==> config.mk <==
export PLATFORM = sky130hd
export DESIGN_NAME = crop_window_zoom_pan_controller
export DESIGN_NICKNAME = d
export VERILOG_FILES = /design/src/rtl/core/czp_pkg.sv /design/src/rtl/core/czp_mul.sv /design/src/rtl/core/czp_div.sv /design/src/rtl/core/crop_window_zoom_pan_controller.sv
export SDC_FILE = /design/constraint.sdc
export NUM_CORES = 2
export LEC_CHECK = 0
export BUFFER_PORTS_ARGS = -buffer_cell sky130_fd_sc_hd__buf_2
export CORE_MARGIN = 5
export CORE_UTILIZATION = 46
export CTS_CLUSTER_SIZE = 8
export DETAILED_ROUTE_END_ITERATION = 7
export HOLD_SLACK_MARGIN = 0.03
export PLACE_DENSITY = 0.7
export RECOVER_POWER = 50
export SLEW_MARGIN = 15
export SYNTH_ARGS = -nofsm -noshare
export SYNTH_HDL_FRONTEND = slang
export SYNTH_HIERARCHICAL = 1
export SYNTH_SLANG_ARGS = --single-unit
==> constraint.sdc <==
create_clock -name aclk -period 10.65 [get_ports aclk]
set_input_delay 1.5975 -clock aclk [delete_from_list [all_inputs] [get_ports aclk]]
set_output_delay 1.5975 -clock aclk [all_outputs]
set_load 0.01 [all_outputs]
==> src/rtl/core/czp_pkg.sv <==
`default_nettype none
package czp_pkg;

    // Field widths and fixed-point format.
    localparam int COORD_BITS = 14;
    localparam int SIZE_BITS  = COORD_BITS - 1;
    localparam int ZOOM_FRAC  = 16;
    localparam int ZOOM_BITS  = ZOOM_FRAC + 1;
    localparam int ACC_BITS   = COORD_BITS + 4;

    typedef logic signed [COORD_BITS-1:0] coord_t;
    typedef logic        [SIZE_BITS-1:0]  size_t;
    typedef logic        [ZOOM_BITS-1:0]  zoom_t;
    typedef logic signed [ACC_BITS-1:0]   acc_t;

    localparam zoom_t ZOOM_ONE = zoom_t'(1) << ZOOM_FRAC;

    // Command codes.
    localparam logic [3:0] F_ZIN   = 4'd0;
    localparam logic [3:0] F_ZOUT  = 4'd1;
    localparam logic [3:0] F_LEFT  = 4'd2;
    localparam logic [3:0] F_RIGHT = 4'd3;
    localparam logic [3:0] F_UP    = 4'd4;
    localparam logic [3:0] F_DOWN  = 4'd5;
    localparam logic [3:0] F_SET   = 4'd6;
    localparam logic [3:0] F_CORR  = 4'd7;
    localparam logic [3:0] F_FON   = 4'd8;
    localparam logic [3:0] F_FOFF  = 4'd9;

    // Status codes.
    localparam logic [1:0] ST_OK        = 2'd0;
    localparam logic [1:0] ST_ZOOM_REF  = 2'd1;
    localparam logic [1:0] ST_MOVE_REF  = 2'd2;

    // Register indexes.
    localparam logic [2:0] R_FRAME_W  = 3'd0;
    localparam logic [2:0] R_FRAME_H  = 3'd1;
    localparam logic [2:0] R_ZOOM_MIN = 3'd2;
    localparam logic [2:0] R_ZOOM_MAX = 3'd3;
    localparam logic [2:0] R_ZOOM_STP = 3'd4;
    localparam logic [2:0] R_PAN_STP  = 3'd5;

    // Scale unit request.
    typedef struct packed {
        logic  en;
        zoom_t z;
        size_t len;
    } mul_req_t;

    // Divider request and response.
    typedef struct packed {
        logic  start;
        size_t num;
        size_t den;
    } div_req_t;

    typedef struct packed {
        logic  busy;
        zoom_t q;
    } div_rsp_t;

endpackage
`default_nettype wire

==> src/rtl/core/czp_mul.sv <==
`default_nettype none
module czp_mul (
    input  wire logic              aclk,
    input  wire czp_pkg::mul_req_t req,
    output czp_pkg::size_t         q
);
    import czp_pkg::*;

    localparam int PROD_BITS = ZOOM_BITS + SIZE_BITS;

    logic [PROD_BITS-1:0] prod;
    size_t                q_reg;

    // Size from zoom fraction: floor(z * len / 2^ZOOM_FRAC).
    assign prod = {{SIZE_BITS{1'b0}}, req.z} * {{ZOOM_BITS{1'b0}}, req.len};

    always_ff @(posedge aclk) begin
        if (req.en) begin
            q_reg <= prod[ZOOM_FRAC +: SIZE_BITS];
        end
    end

    assign q = q_reg;

endmodule
`default_nettype wire

==> src/rtl/core/czp_div.sv <==
`default_nettype none
module czp_div (
    input  wire logic              aclk,
    input  wire logic              aresetn,
    input  wire czp_pkg::div_req_t req,
    output czp_pkg::div_rsp_t      rsp
);
    import czp_pkg::*;

    localparam int CNT_BITS = $clog2(ZOOM_BITS + 1);

    logic [CNT_BITS-1:0] cnt_reg, cnt_next;
    size_t               rem_reg, rem_next;
    size_t               den_reg, den_next;
    zoom_t               q_reg, q_next;
    logic [SIZE_BITS:0]  rem_sh;
    logic                ge;

    // One quotient bit per cycle; the numerator is below the divisor,
    // so the remainder starts as the numerator and zeros shift in.
    assign rem_sh = {rem_reg, 1'b0};
    assign ge     = rem_sh >= {1'b0, den_reg};

    always_comb begin
        cnt_next = cnt_reg;
        rem_next = rem_reg;
        den_next = den_reg;
        q_next   = q_reg;
        if (req.start) begin
            cnt_next = CNT_BITS'(ZOOM_BITS);
            rem_next = req.num;
            den_next = req.den;
            q_next   = '0;
        end else if (cnt_reg != '0) begin
            cnt_next = cnt_reg - 1'b1;
            if (ge) begin
                rem_next = size_t'(rem_sh - {1'b0, den_reg});
            end else begin
                rem_next = rem_sh[SIZE_BITS-1:0];
            end
            q_next = {q_reg[ZOOM_BITS-2:0], ge};
        end
    end

    always_ff @(posedge aclk) begin
        if (!aresetn) begin
            cnt_reg <= '0;
        end else begin
            cnt_reg <= cnt_next;
        end
        rem_reg <= rem_next;
        den_reg <= den_next;
        q_reg   <= q_next;
    end

    assign rsp.busy = cnt_reg != '0;
    assign rsp.q    = q_reg;

endmodule
`default_nettype wire

==> src/rtl/core/crop_window_zoom_pan_controller.sv <==
`default_nettype none
// Channel   Direction  Ports                                Contents
// command   in         s_tvalid s_tready s_tdata s_tuser    one command transaction
// result    out        m_tvalid m_tready m_tdata            status and crop window
// config    in         cfg_valid cfg_ready cfg_index cfg_data  register write
//
// A pan or query runs S_CMD, S_OUTGO and S_OUT (fixed mode adds S_MW and S_MH);
// a zoom with recentering also runs the scale and divider states: a shared scale
// multiplier registers each size, and a shared divider forms both corrected zooms.
// Reset is synchronous on aresetn low and loads the default frame and window.
// The block takes no command while one is in flight; a finished result waits in
// the output register while the next command is already accepted and worked on.
module crop_window_zoom_pan_controller (
    input  wire logic         aclk,
    input  wire logic         aresetn,
    input  wire logic         s_tvalid,
    output logic              s_tready,
    // pos_x, pos_y, zoom_request, offset_dx, offset_dy
    input  wire logic [79:0]  s_tdata,
    // func
    input  wire logic [3:0]   s_tuser,
    output logic              m_tvalid,
    input  wire logic         m_tready,
    // status, out_x, out_y, out_w, out_h, zoom_now, zoom_corrected,
    // fixed_on, centre_x, centre_y
    output logic [119:0]      m_tdata,
    input  wire logic         cfg_valid,
    output logic              cfg_ready,
    input  wire logic [2:0]   cfg_index,
    input  wire logic [16:0]  cfg_data
);
    import czp_pkg::*;

    localparam logic [3:0] S_IDLE  = 4'd0;
    localparam logic [3:0] S_CMD   = 4'd1;
    localparam logic [3:0] S_MW    = 4'd2;
    localparam logic [3:0] S_MH    = 4'd3;
    localparam logic [3:0] S_APPLY = 4'd4;
    localparam logic [3:0] S_WX    = 4'd5;
    localparam logic [3:0] S_WY    = 4'd6;
    localparam logic [3:0] S_RCCHK = 4'd7;
    localparam logic [3:0] S_DIVX  = 4'd8;
    localparam logic [3:0] S_DIVY  = 4'd9;
    localparam logic [3:0] S_RCFIN = 4'd10;
    localparam logic [3:0] S_OUTGO = 4'd11;
    localparam logic [3:0] S_OUT   = 4'd12;

    localparam logic [1:0] PH_CMD = 2'd0;
    localparam logic [1:0] PH_RC  = 2'd1;
    localparam logic [1:0] PH_OUT = 2'd2;

    localparam size_t  RST_W  = size_t'(1920);
    localparam size_t  RST_H  = size_t'(1080);
    localparam coord_t RST_AX = coord_t'(960);
    localparam coord_t RST_AY = coord_t'(540);

    typedef struct packed {
        logic   ok;
        coord_t pos;
        size_t  len;
        coord_t anc;
    } widen_t;

    function automatic acc_t sx(input coord_t v);
        return acc_t'(v);
    endfunction

    function automatic acc_t ux(input size_t v);
        return $signed({{(ACC_BITS-SIZE_BITS){1'b0}}, v});
    endfunction

    function automatic zoom_t zsat(input zoom_t v);
        return (v > ZOOM_ONE) ? ZOOM_ONE : v;
    endfunction

    // One axis of a zoom out.
    function automatic widen_t widen(input coord_t pos, input size_t len,
                                     input coord_t anc, input size_t nlen,
                                     input size_t full, input logic fixed);
        widen_t r;
        acc_t   d;
        acc_t   hd;
        acc_t   p;
        acc_t   np;
        logic   edge_hit;
        d  = ux(nlen) - ux(len);
        hd = (d + $signed({{(ACC_BITS-1){1'b0}}, d[ACC_BITS-1]})) >>> 1;
        p  = sx(pos);
        edge_hit = (p == '0) || (p + ux(len) == ux(full)) ||
                   (p - hd < 0) || (p + ux(nlen) > ux(full));
        r.ok  = 1'b1;
        r.pos = pos;
        r.len = nlen;
        r.anc = anc;
        if (edge_hit) begin
            if (fixed) begin
                r.ok  = 1'b0;
                r.len = len;
            end else begin
                if (p == '0) begin
                    np = p;
                end else if (p + ux(len) == ux(full)) begin
                    np = p - d;
                end else if (p - hd < 0) begin
                    np = '0;
                end else begin
                    np = ux(full) - ux(nlen);
                end
                r.pos = np[COORD_BITS-1:0];
                r.anc = coord_t'(sx(r.pos) + ux(nlen >> 1));
            end
        end else begin
            r.pos = coord_t'(sx(anc) - ux(nlen >> 1));
        end
        return r;
    endfunction

    // Configuration registers.
    size_t fw_reg, fh_reg, pan_reg;
    zoom_t zmin_reg, zmax_reg, zstep_reg;

    // Window state.
    coord_t cl_reg, cl_next, ct_reg, ct_next;
    size_t  cw_reg, cw_next, ch_reg, ch_next;
    zoom_t  zl_reg, zl_next, fz_reg, fz_next;
    coord_t ax_reg, ax_next, ay_reg, ay_next;
    coord_t fax_reg, fax_next, fay_reg, fay_next;
    coord_t hdx_reg, hdx_next, hdy_reg, hdy_next;
    logic   fix_reg, fix_next;

    // Sequencer and scratch.
    logic [3:0] state_reg, state_next;
    logic [1:0] ph_reg, ph_next;
    logic [3:0] op_reg, op_next;
    logic [1:0] st_reg, st_next;
    coord_t     px_in_reg, py_in_reg, dx_in_reg, dy_in_reg;
    zoom_t      zr_in_reg;
    zoom_t      mz_reg, mz_next;
    size_t      sw_reg, sw_next;
    coord_t     cx_reg, cx_next, cy_reg, cy_next;
    size_t      ayv_reg, ayv_next;
    zoom_t      pq_reg, pq_next;

    logic         m_valid_reg, m_valid_next;
    logic [119:0] m_data_reg, m_data_next;

    mul_req_t mreq;
    size_t    mq;
    div_req_t dreq;
    div_rsp_t drsp;

    // Combinational scratch.
    logic signed [ZOOM_BITS+1:0] zdiff;
    logic [ZOOM_BITS:0]          zsum;
    zoom_t                       zin_new;
    widen_t                      wr;
    acc_t                        rcx, rcy, hw, hh, axv, ayv;
    logic                        in_frame, rc_neg;
    zoom_t                       pmin;
    size_t                       ow, oh;
    coord_t                      ox, oy;
    logic                        out_free;

    czp_mul u_mul (
        .aclk (aclk),
        .req  (mreq),
        .q    (mq)
    );

    czp_div u_div (
        .aclk    (aclk),
        .aresetn (aresetn),
        .req     (dreq),
        .rsp     (drsp)
    );

    assign s_tready  = state_reg == S_IDLE;
    assign cfg_ready = 1'b1;
    assign m_tvalid  = m_valid_reg;
    assign m_tdata   = m_data_reg;
    assign out_free  = !m_valid_reg || m_tready;

    // Configuration writes.
    always_ff @(posedge aclk) begin
        if (!aresetn) begin
            fw_reg    <= RST_W;
            fh_reg    <= RST_H;
            zmin_reg  <= zoom_t'(6554);
            zmax_reg  <= ZOOM_ONE;
            zstep_reg <= zoom_t'(6554);
            pan_reg   <= size_t'(10);
        end else if (cfg_valid) begin
            unique case (cfg_index)
                R_FRAME_W:  fw_reg <= (cfg_data[SIZE_BITS-1:0] == '0) ? size_t'(1)
                                      : cfg_data[SIZE_BITS-1:0];
                R_FRAME_H:  fh_reg <= (cfg_data[SIZE_BITS-1:0] == '0) ? size_t'(1)
                                      : cfg_data[SIZE_BITS-1:0];
                R_ZOOM_MIN: zmin_reg  <= zsat(cfg_data);
                R_ZOOM_MAX: zmax_reg  <= zsat(cfg_data);
                R_ZOOM_STP: zstep_reg <= zsat(cfg_data);
                R_PAN_STP:  pan_reg   <= cfg_data[SIZE_BITS-1:0];
                default: begin
                end
            endcase
        end
    end

    // Sequencer.
    always_comb begin
        cl_next = cl_reg;   ct_next = ct_reg;   cw_next = cw_reg;   ch_next = ch_reg;
        zl_next = zl_reg;   fz_next = fz_reg;   ax_next = ax_reg;   ay_next = ay_reg;
        fax_next = fax_reg; fay_next = fay_reg; hdx_next = hdx_reg; hdy_next = hdy_reg;
        fix_next = fix_reg;
        state_next = state_reg;
        ph_next  = ph_reg;
        op_next  = op_reg;
        st_next  = st_reg;
        mz_next  = mz_reg;
        sw_next  = sw_reg;
        cx_next  = cx_reg;
        cy_next  = cy_reg;
        ayv_next = ayv_reg;
        pq_next  = pq_reg;
        m_valid_next = m_valid_reg && !m_tready;
        m_data_next  = m_data_reg;

        mreq = '0;
        dreq = '0;
        dreq.den = fw_reg;

        zdiff   = $signed({2'b00, zl_reg}) - $signed({2'b00, zstep_reg});
        zsum    = {1'b0, zl_reg} + {1'b0, zstep_reg};
        zin_new = (zdiff < $signed({2'b00, zmin_reg})) ? zmin_reg
                  : zdiff[ZOOM_BITS-1:0];

        wr = widen(cl_reg, cw_reg, ax_reg, sw_reg, fw_reg, fix_reg);

        rcx = sx(ax_reg) - sx(hdx_reg);
        rcy = sx(ay_reg) - sx(hdy_reg);
        hw  = ux(sw_reg >> 1);
        hh  = ux(mq >> 1);
        in_frame = (rcx + hw <= ux(fw_reg)) && (rcx - hw >= 0) &&
                   (rcy + hh <= ux(fh_reg)) && (rcy - hh >= 0);
        if (rcx + hw > ux(fw_reg)) begin
            axv = ux(fw_reg) - rcx;
        end else if (rcx - hw < 0) begin
            axv = rcx;
        end else begin
            axv = hw;
        end
        if (rcy + hh > ux(fh_reg)) begin
            ayv = ux(fh_reg) - rcy;
        end else if (rcy - hh < 0) begin
            ayv = rcy;
        end else begin
            ayv = hh;
        end
        rc_neg = (axv <= 0) || (ayv <= 0);
        pmin   = (pq_reg < drsp.q) ? pq_reg : drsp.q;

        if (fix_reg) begin
            ow = sw_reg;
            oh = mq;
            ox = coord_t'(sx(fax_reg) - ux(sw_reg >> 1));
            oy = coord_t'(sx(fay_reg) - ux(mq >> 1));
        end else begin
            ow = cw_reg;
            oh = ch_reg;
            ox = cl_reg;
            oy = ct_reg;
        end

        unique case (state_reg)
            S_IDLE: begin
                if (s_tvalid) begin
                    op_next    = s_tuser;
                    st_next    = ST_OK;
                    state_next = S_CMD;
                end
            end

            S_CMD: begin
                state_next = S_OUTGO;
                ph_next    = PH_CMD;
                unique case (op_reg)
                    F_ZIN: begin
                        if (zl_reg == zmin_reg) begin
                            st_next = ST_ZOOM_REF;
                        end else begin
                            zl_next    = zin_new;
                            mz_next    = zin_new;
                            state_next = S_MW;
                        end
                    end
                    F_ZOUT: begin
                        if (zl_reg == zmax_reg) begin
                            st_next = ST_ZOOM_REF;
                        end else if (zsum > {1'b0, zmax_reg}) begin
                            if (fix_reg && ((sx(ax_reg) != ux(fw_reg >> 1)) ||
                                            (sx(ay_reg) != ux(fh_reg >> 1)))) begin
                                st_next = ST_ZOOM_REF;
                            end else begin
                                zl_next = zmax_reg;
                                cl_next = '0;
                                ct_next = '0;
                                cw_next = fw_reg;
                                ch_next = fh_reg;
                                if (fix_reg) begin
                                    ph_next    = PH_RC;
                                    state_next = S_MW;
                                end
                            end
                        end else begin
                            mz_next    = zsum[ZOOM_BITS-1:0];
                            state_next = S_MW;
                        end
                    end
                    F_LEFT: begin
                        if (fix_reg || (sx(cl_reg) - ux(pan_reg) < 0)) begin
                            st_next = ST_MOVE_REF;
                        end else begin
                            cl_next = coord_t'(sx(cl_reg) - ux(pan_reg));
                            ax_next = coord_t'(sx(ax_reg) - ux(pan_reg));
                        end
                    end
                    F_RIGHT: begin
                        if (fix_reg ||
                            (sx(cl_reg) + ux(cw_reg) + ux(pan_reg) > ux(fw_reg))) begin
                            st_next = ST_MOVE_REF;
                        end else begin
                            cl_next = coord_t'(sx(cl_reg) + ux(pan_reg));
                            ax_next = coord_t'(sx(ax_reg) + ux(pan_reg));
                        end
                    end
                    F_UP: begin
                        if (fix_reg || (sx(ct_reg) - ux(pan_reg) < 0)) begin
                            st_next = ST_MOVE_REF;
                        end else begin
                            ct_next = coord_t'(sx(ct_reg) - ux(pan_reg));
                            ay_next = coord_t'(sx(ay_reg) - ux(pan_reg));
                        end
                    end
                    F_DOWN: begin
                        if (fix_reg ||
                            (sx(ct_reg) + ux(ch_reg) + ux(pan_reg) > ux(fh_reg))) begin
                            st_next = ST_MOVE_REF;
                        end else begin
                            ct_next = coord_t'(sx(ct_reg) + ux(pan_reg));
                            ay_next = coord_t'(sx(ay_reg) + ux(pan_reg));
                        end
                    end
                    F_SET: begin
                        zl_next    = zsat(zr_in_reg);
                        mz_next    = zsat(zr_in_reg);
                        ax_next    = px_in_reg;
                        ay_next    = py_in_reg;
                        fix_next   = 1'b1;
                        state_next = S_MW;
                    end
                    F_CORR: begin
                        hdx_next = dx_in_reg;
                        hdy_next = dy_in_reg;
                        if (fix_reg) begin
                            ph_next    = PH_RC;
                            state_next = S_MW;
                        end
                    end
                    F_FON: begin
                        fix_next   = 1'b1;
                        ph_next    = PH_RC;
                        state_next = S_MW;
                    end
                    F_FOFF: begin
                        fix_next = 1'b0;
                    end
                    default: begin
                    end
                endcase
            end

            // Width then height through the shared scale unit.
            S_MW: begin
                mreq.en  = 1'b1;
                mreq.len = fw_reg;
                unique case (ph_reg)
                    PH_RC:   mreq.z = zl_reg;
                    PH_OUT:  mreq.z = fz_reg;
                    default: mreq.z = mz_reg;
                endcase
                state_next = S_MH;
            end

            S_MH: begin
                mreq.en  = 1'b1;
                mreq.len = fh_reg;
                unique case (ph_reg)
                    PH_RC:   mreq.z = zl_reg;
                    PH_OUT:  mreq.z = fz_reg;
                    default: mreq.z = mz_reg;
                endcase
                sw_next = mq;
                unique case (ph_reg)
                    PH_RC:   state_next = S_RCCHK;
                    PH_OUT:  state_next = S_OUT;
                    default: state_next = (op_reg == F_ZOUT) ? S_WX : S_APPLY;
                endcase
            end

            // New window around the anchor for zoom in and set centre.
            S_APPLY: begin
                cw_next = sw_reg;
                ch_next = mq;
                cl_next = coord_t'(sx(ax_reg) - ux(sw_reg >> 1));
                ct_next = coord_t'(sx(ay_reg) - ux(mq >> 1));
                if ((op_reg == F_ZIN) && fix_reg) begin
                    ph_next    = PH_RC;
                    state_next = S_MW;
                end else begin
                    state_next = S_OUTGO;
                end
            end

            S_WX: begin
                if (!wr.ok) begin
                    st_next    = ST_ZOOM_REF;
                    state_next = S_OUTGO;
                end else begin
                    cl_next    = wr.pos;
                    cw_next    = wr.len;
                    ax_next    = wr.anc;
                    state_next = S_WY;
                end
            end

            S_WY: begin
                wr = widen(ct_reg, ch_reg, ay_reg, mq, fh_reg, fix_reg);
                if (!wr.ok) begin
                    st_next    = ST_ZOOM_REF;
                    state_next = S_OUTGO;
                end else begin
                    ct_next = wr.pos;
                    ch_next = wr.len;
                    ay_next = wr.anc;
                    zl_next = mz_reg;
                    if (fix_reg) begin
                        ph_next    = PH_RC;
                        state_next = S_MW;
                    end else begin
                        state_next = S_OUTGO;
                    end
                end
            end

            // Corrected centre; shrink the zoom when the window leaves the frame.
            S_RCCHK: begin
                cx_next  = rcx[COORD_BITS-1:0];
                cy_next  = rcy[COORD_BITS-1:0];
                ayv_next = ayv[SIZE_BITS-1:0];
                if (in_frame) begin
                    fax_next   = rcx[COORD_BITS-1:0];
                    fay_next   = rcy[COORD_BITS-1:0];
                    fz_next    = zl_reg;
                    state_next = S_OUTGO;
                end else if (rc_neg) begin
                    state_next = S_OUTGO;
                end else begin
                    dreq.start = 1'b1;
                    dreq.num   = axv[SIZE_BITS-1:0];
                    dreq.den   = fw_reg;
                    state_next = S_DIVX;
                end
            end

            S_DIVX: begin
                if (!drsp.busy) begin
                    pq_next    = drsp.q;
                    dreq.start = 1'b1;
                    dreq.num   = ayv_reg;
                    dreq.den   = fh_reg;
                    state_next = S_DIVY;
                end
            end

            S_DIVY: begin
                if (!drsp.busy) begin
                    state_next = S_RCFIN;
                end
            end

            S_RCFIN: begin
                if (pmin > zmin_reg) begin
                    fax_next = cx_reg;
                    fay_next = cy_reg;
                    fz_next  = pmin;
                end
                state_next = S_OUTGO;
            end

            S_OUTGO: begin
                if (fix_reg) begin
                    ph_next    = PH_OUT;
                    state_next = S_MW;
                end else begin
                    state_next = S_OUT;
                end
            end

            // Result transaction into the output register.
            S_OUT: begin
                if (out_free) begin
                    m_valid_next = 1'b1;
                    m_data_next  = {1'b0, ay_reg, ax_reg, fix_reg, fz_reg, zl_reg,
                                    oh, ow, oy, ox, st_reg};
                    state_next   = S_IDLE;
                end
            end

            default: begin
                state_next = S_IDLE;
            end
        endcase
    end

    // Command payload capture, scratch registers and result data.
    always_ff @(posedge aclk) begin
        if (s_tvalid && s_tready) begin
            px_in_reg <= s_tdata[13:0];
            py_in_reg <= s_tdata[27:14];
            zr_in_reg <= s_tdata[44:28];
            dx_in_reg <= s_tdata[58:45];
            dy_in_reg <= s_tdata[72:59];
        end
        mz_reg     <= mz_next;
        sw_reg     <= sw_next;
        cx_reg     <= cx_next;
        cy_reg     <= cy_next;
        ayv_reg    <= ayv_next;
        pq_reg     <= pq_next;
        m_data_reg <= m_data_next;
        op_reg     <= op_next;
        st_reg     <= st_next;
    end

    // Control and window state.
    always_ff @(posedge aclk) begin
        if (!aresetn) begin
            state_reg   <= S_IDLE;
            ph_reg      <= PH_CMD;
            m_valid_reg <= 1'b0;
            cl_reg  <= '0;
            ct_reg  <= '0;
            cw_reg  <= RST_W;
            ch_reg  <= RST_H;
            zl_reg  <= ZOOM_ONE;
            fz_reg  <= ZOOM_ONE;
            ax_reg  <= RST_AX;
            ay_reg  <= RST_AY;
            fax_reg <= RST_AX;
            fay_reg <= RST_AY;
            hdx_reg <= '0;
            hdy_reg <= '0;
            fix_reg <= 1'b0;
        end else begin
            state_reg   <= state_next;
            ph_reg      <= ph_next;
            m_valid_reg <= m_valid_next;
            cl_reg  <= cl_next;
            ct_reg  <= ct_next;
            cw_reg  <= cw_next;
            ch_reg  <= ch_next;
            zl_reg  <= zl_next;
            fz_reg  <= fz_next;
            ax_reg  <= ax_next;
            ay_reg  <= ay_next;
            fax_reg <= fax_next;
            fay_reg <= fay_next;
            hdx_reg <= hdx_next;
            hdy_reg <= hdy_next;
            fix_reg <= fix_next;
        end
    end

endmodule
`default_nettype wire

Word-level counts from Yosys, hierarchy flattened
Index checks and enable logic that the tools add are counted.

word-level totals
  register bits after elaboration = 617
  input port bits = 109
  output and inout port bits = 123
  word-level logic and storage cells = 407

cells by class
  add/subtract/negate cells = 44
  multipliers = 1
  order comparisons = 25
  equality and inequality tests = 81
  muxes and demuxes = 148
  bitwise operators = 2
  reduce and logical (&&, ||, !) cells = 64

operators by type and width
  cell                                                                           count
  14-bit 2-to-1 mux                                                              38
  14-bit one-hot mux with 3 select lines                                         6
  13-bit 2-to-1 mux                                                              18
  17-bit 2-to-1 mux                                                              13
  27-bit 2-to-1 mux                                                              5
  14-bit one-hot mux with 2 select lines                                         4
  17-bit one-hot mux with 2 select lines                                         3
  17-bit one-hot mux with 3 select lines                                         2
  14-bit by 14-bit subtractor with 15-bit output                                 6
  14-bit subtractor                                                              6
  13-bit one-hot mux with 3 select lines                                         2
  18-bit 2-to-1 mux                                                              4
  31-bit one-hot mux with 2 select lines                                         1
  14-bit by 14-bit adder with 15-bit output                                      4
  15-bit by 1-bit less-than comparator with 1-bit output, second input constant  4
  14-bit adder                                                                   4
  13-bit by 13-bit subtractor with 14-bit output                                 4
  14-bit by 13-bit subtractor with 14-bit output                                 4
  27-bit one-hot mux with 2 select lines                                         1
  4-bit 2-to-1 mux                                                               13
  4-bit one-hot mux with 13 select lines                                         1
  16-bit by 14-bit greater-than comparator with 1-bit output                     3
  3-bit inequality test, second input constant                                   15
  2-bit inequality test, second input constant                                   22
  70 further kinds                                                               182

Longest topological paths before layout
  word-level depth = 15
  depth in mapped cells = 37
  depth with buffers taken out = 36

Modules after synthesis
The synthesis kept the hierarchy.

modules (own cells, without submodules)
  module                           times used  cells each  area each (um^2)  seq. area each (um^2)
  crop_window_zoom_pan_controller  1           5800        48605.4           13993.4
  czp_mul                          1           796         7099.3            390.4
  czp_div                          1           269         2618.8            1221.2

Worst setup path before layout
OpenSTA, ideal clock, no wires.

  path kind = flip-flop to flip-flop
  from = register ay_reg[1]
  to = register u_div.rem_reg[0], enable pin
  setup time = 356 ps
  arrival time = 7314 ps
  required time = 10294 ps
  setup slack = 2980 ps
  stages on the path, launching flop included = 32
  buffers on the path = 4
  cells stage by stage = dfxtp_1 -> inv_1 -> fa_1 -> nor2b_1 -> o211ai_1 -> a211o_1 -> and3_1 -> or2_2 -> ha_1 -> nor2_1 -> nand2_1 -> o211ai_1 -> o21ai_0 -> xnor2_1 -> ha_1 -> nand4_1 -> or4_1 -> o21ai_0 -> a21oi_1 -> nand2b_1 -> o41ai_1 -> o31ai_1 -> nand4_1 -> a21o_1 -> nand4_1 -> clkbuf_1 -> o21bai_1 -> buf_2 -> inv_1 -> clkbuf_1 -> clkbuf_1 -> nand2_1

RTL lines
  item                    line                                    RTL
  start, declared         crop_window_zoom_pan_controller.sv:126  coord_t ax_reg, ax_next, ay_reg, ay_next;
  start signal, assigned  crop_window_zoom_pan_controller.sv:574  ay_reg <= ay_next;
  end signal, assigned    czp_div.sv:51                           rem_reg <= rem_next;
  end, declared           czp_div.sv:13                           size_t rem_reg, rem_next;

==> impl_metrics.toml <==
[grt]
overflow = 0
antenna_found_initial = 8
track_usage_pct = 31.9
grt_max_degree = 91
grt_pass1_vias = 51447
grt_pass1_wl_um = 325000

[logic_synthesis]
synth-edff-count = 325
yosysWarnings = 6
synth_ff_type = "edfxtp_1"
synth_area_leader_cell = "edfxtp_1"
ys_types = 107
post-synth-top-area-fraction_pct = 16.7
ys_seq_elements = 617
syn_area_per_cell_sq_um = 8.50
async_flop_share_pct = 0
syn-cell-area_sq_um = 58300
ys_seq_area_share_pct = 26.8
syn_inst = 6865
synth.net_count = 7873
synthTopCellsByArea = "edfxtp_1 (17%), ha_1 (15%), dfxtp_1 (10%)"

[worst_setup_path]
required_ns = 11.08
crit_path_end_kind = "flop"
worstPathMaxFanout = 27
critPathArrivalTime_ns = 9.85
startpoint_type = "flop"
rrSetupSlack_ns = 1.22
r2r_cells = 21
path_class = "reg -> reg"

[status]
outcome = "finished with violations"
failed_checks = "capacitance limit, slew limit"

[floorplan]
boundaryPins = 232
die_h_um = 366
core_region_area_sq_um = 126000
start_util_pct = 46.4
core.rowCount = 130
die_area_sq_um = 134000
dieWidth_um = 366

[clock_network]
cts_tree = "yes"
post_cts.repair.setup_buffers = 0
ctsRootBufferMaster = "clkbuf_16"
cts_hold_buf = 0
clockBufferDepth = 3
cts_resized = 0
numCtsBuffers = 90
cts_sinks = 617
cts_max_level = 3
insertion_delay_ns = 0.78
cts.clk_slew.worst_paths_ns = 0.05

[routing]
dr.max_layer_used = "met5"
wl_per_cell_um = 25.4
routed_wl_um = 223000
drc = 0
vias = 53991
ant_nets = 0
first_pass_iters = 6
drtIter0Drc = 5934
routed-wl-met2_um = 97800
wl_met3_um = 21700
met1Wirelength_um = 87800
viasPerCell = 6.15

[sta]
finalHoldViolCount = 0
setup_ws_ns = 1.22
finalCritPeriodShare_pct = 88.5
post-route-min-period_ns = 9.43
setup_viol = 0
rsz0062_at_grt = "false"
skew_ns = 0.108
worst_pin_slew_ns = 4.41
report.final.slew_viol_count = 584
relSlewSlack_pct = -194
hold_slack_ns = 0.452
setup_tns_ns = 0
max_clock_freq_ghz = 0.106

[pwr]
p_leak_nw = 27.2
powerDensity_nw_per_um2 = 336
vdd_drop_max_uv = 285
fin_total_pwr_mw = 21.5

[place]
numPortBuffers = 222
dpl_cell_area_sq_um = 61600
gp_routability_congestion = 1.02
dp_cells = 8605
pre_cts_ws_ns = 1.86
hpwl_um = 168000

[finish]
post-route-cell-area_sq_um = 64100
area_growth_pct = 9.98
largest_reg_flops = 119
regArea_sq_um = 15600
drive_above_1_share_pct = 6.98
layout.nets = 8055
fillers = 11869
layoutNonFillerInstCount = 8775
finalCoreUtilization_pct = 51.0
multi_input_area_sq_um = 39400

[job]
max_cap_viol_count = 13

[worst_hold_path]
min_path_type = "reg -> reg"
hold_depth = 2
==> synth_stat cells, drive strengths merged (136+ instances only) <==
| cell | count |
|---|---|
| a21oi | 567 |
| clkbuf | 247 |
| dfxtp | 292 |
| edfxtp | 325 |
| fa | 194 |
| ha | 705 |
| inv | 618 |
| nand2 | 753 |
| nand3 | 150 |
| nor2 | 497 |
| nor3 | 136 |
| o21ai | 378 |
| xnor2 | 303 |
| xor2 | 154 |
==> power by group <==
| group | leakage [nW] | internal (mW) | switching [mW] |
|---|---|---|---|
| logic | 20.5 | 5.68 | 9.33 |
| registers | 5.43 | 3.13 | 0.545 |
| clock network | 1.32 | 1.65 | 1.20 |
| total | 27.2 | 10.5 | 11.1 |
==> placed cells by master, fill, tap and decap left out, types with 44 or more instances in the layout <==
master and instances:
fa_1 194, dfxtp_1 292, nor2_1 491, ha_1 705, xnor2_1 303, o211ai_1 76
edfxtp_1 325, nand2b_1 78, buf_4 105, a211oi_1 81, o21bai_1 44, o21ai_0 370
a21oi_1 563, nand2_1 752, nor2b_1 91, nand3_1 150, clkbuf_1 171, inv_1 617
nor3_1 134, o31ai_1 52, xor2_1 153, and2_1 133, a21o_1 134, o21a_1 79
nand4_1 53, buf_2 158, clkbuf_16 90
==> worst paths after layout <==
kind                 to    startpoint
max          u_mul/q[7]  state_reg[1]
min          hdy_reg[7]    hdy_reg[7]
max reg2reg  u_mul/q[7]  state_reg[1]
min reg2reg  hdy_reg[7]    hdy_reg[7]
==> area by class of cell <==
class | count | share of cell area [%]
timing repair buffer | 372 | 3.10
tap | 1650 | 3.22
clock inverter | 11 | 0.398
multi-input combinational | 5345 | 61.4
clock buffer | 156 | 3.96
antenna | 3 | 0.0117
inverter | 621 | 3.64
sequential | 617 | 24.3
==> critical path, stage by stage (launching register included) <==
cell and delay [ns]:
dfxtp_1 0.30, clkbuf_1 1.03, nand2_1 0.42, nor3_1 1.66, a22o_1 1.01, nand2_1 0.22, fa_1 0.60, inv_1 0.06
fa_1 0.57, fa_1 0.43, fa_1 0.49, inv_1 0.05, fa_1 0.47, inv_1 0.04, ha_1 0.32, nand3_1 0.21
o221ai_1 0.15, a211oi_1 0.25, nor2_1 0.07, a211o_1 0.33, a311oi_2 0.32, xnor2_1 0.10
==> cell families after synthesis <==
kind of cell / after synthesis / share of synthesized area (%)
compound gates: 1823 / 20.4
flops: 617 / 26.8
other cells: 2 / 0.0129
fa+ha+maj: 899 / 21.8
mux: 70 / 1.28
xor+xnor: 463 / 7.11
simple gates: 2088 / 16.7
buf+inv: 903 / 5.97
==> metal layers <==
metal | GRT usage, % | vias up
met3 | 6.29 | 741
met5 | 0 | -
met1 | 40.9 | 25756
met2 | 50.1 | 2791
met4 | 18.3 | 2
li1 | - | 24701
(Power assumes the default switching activity.)
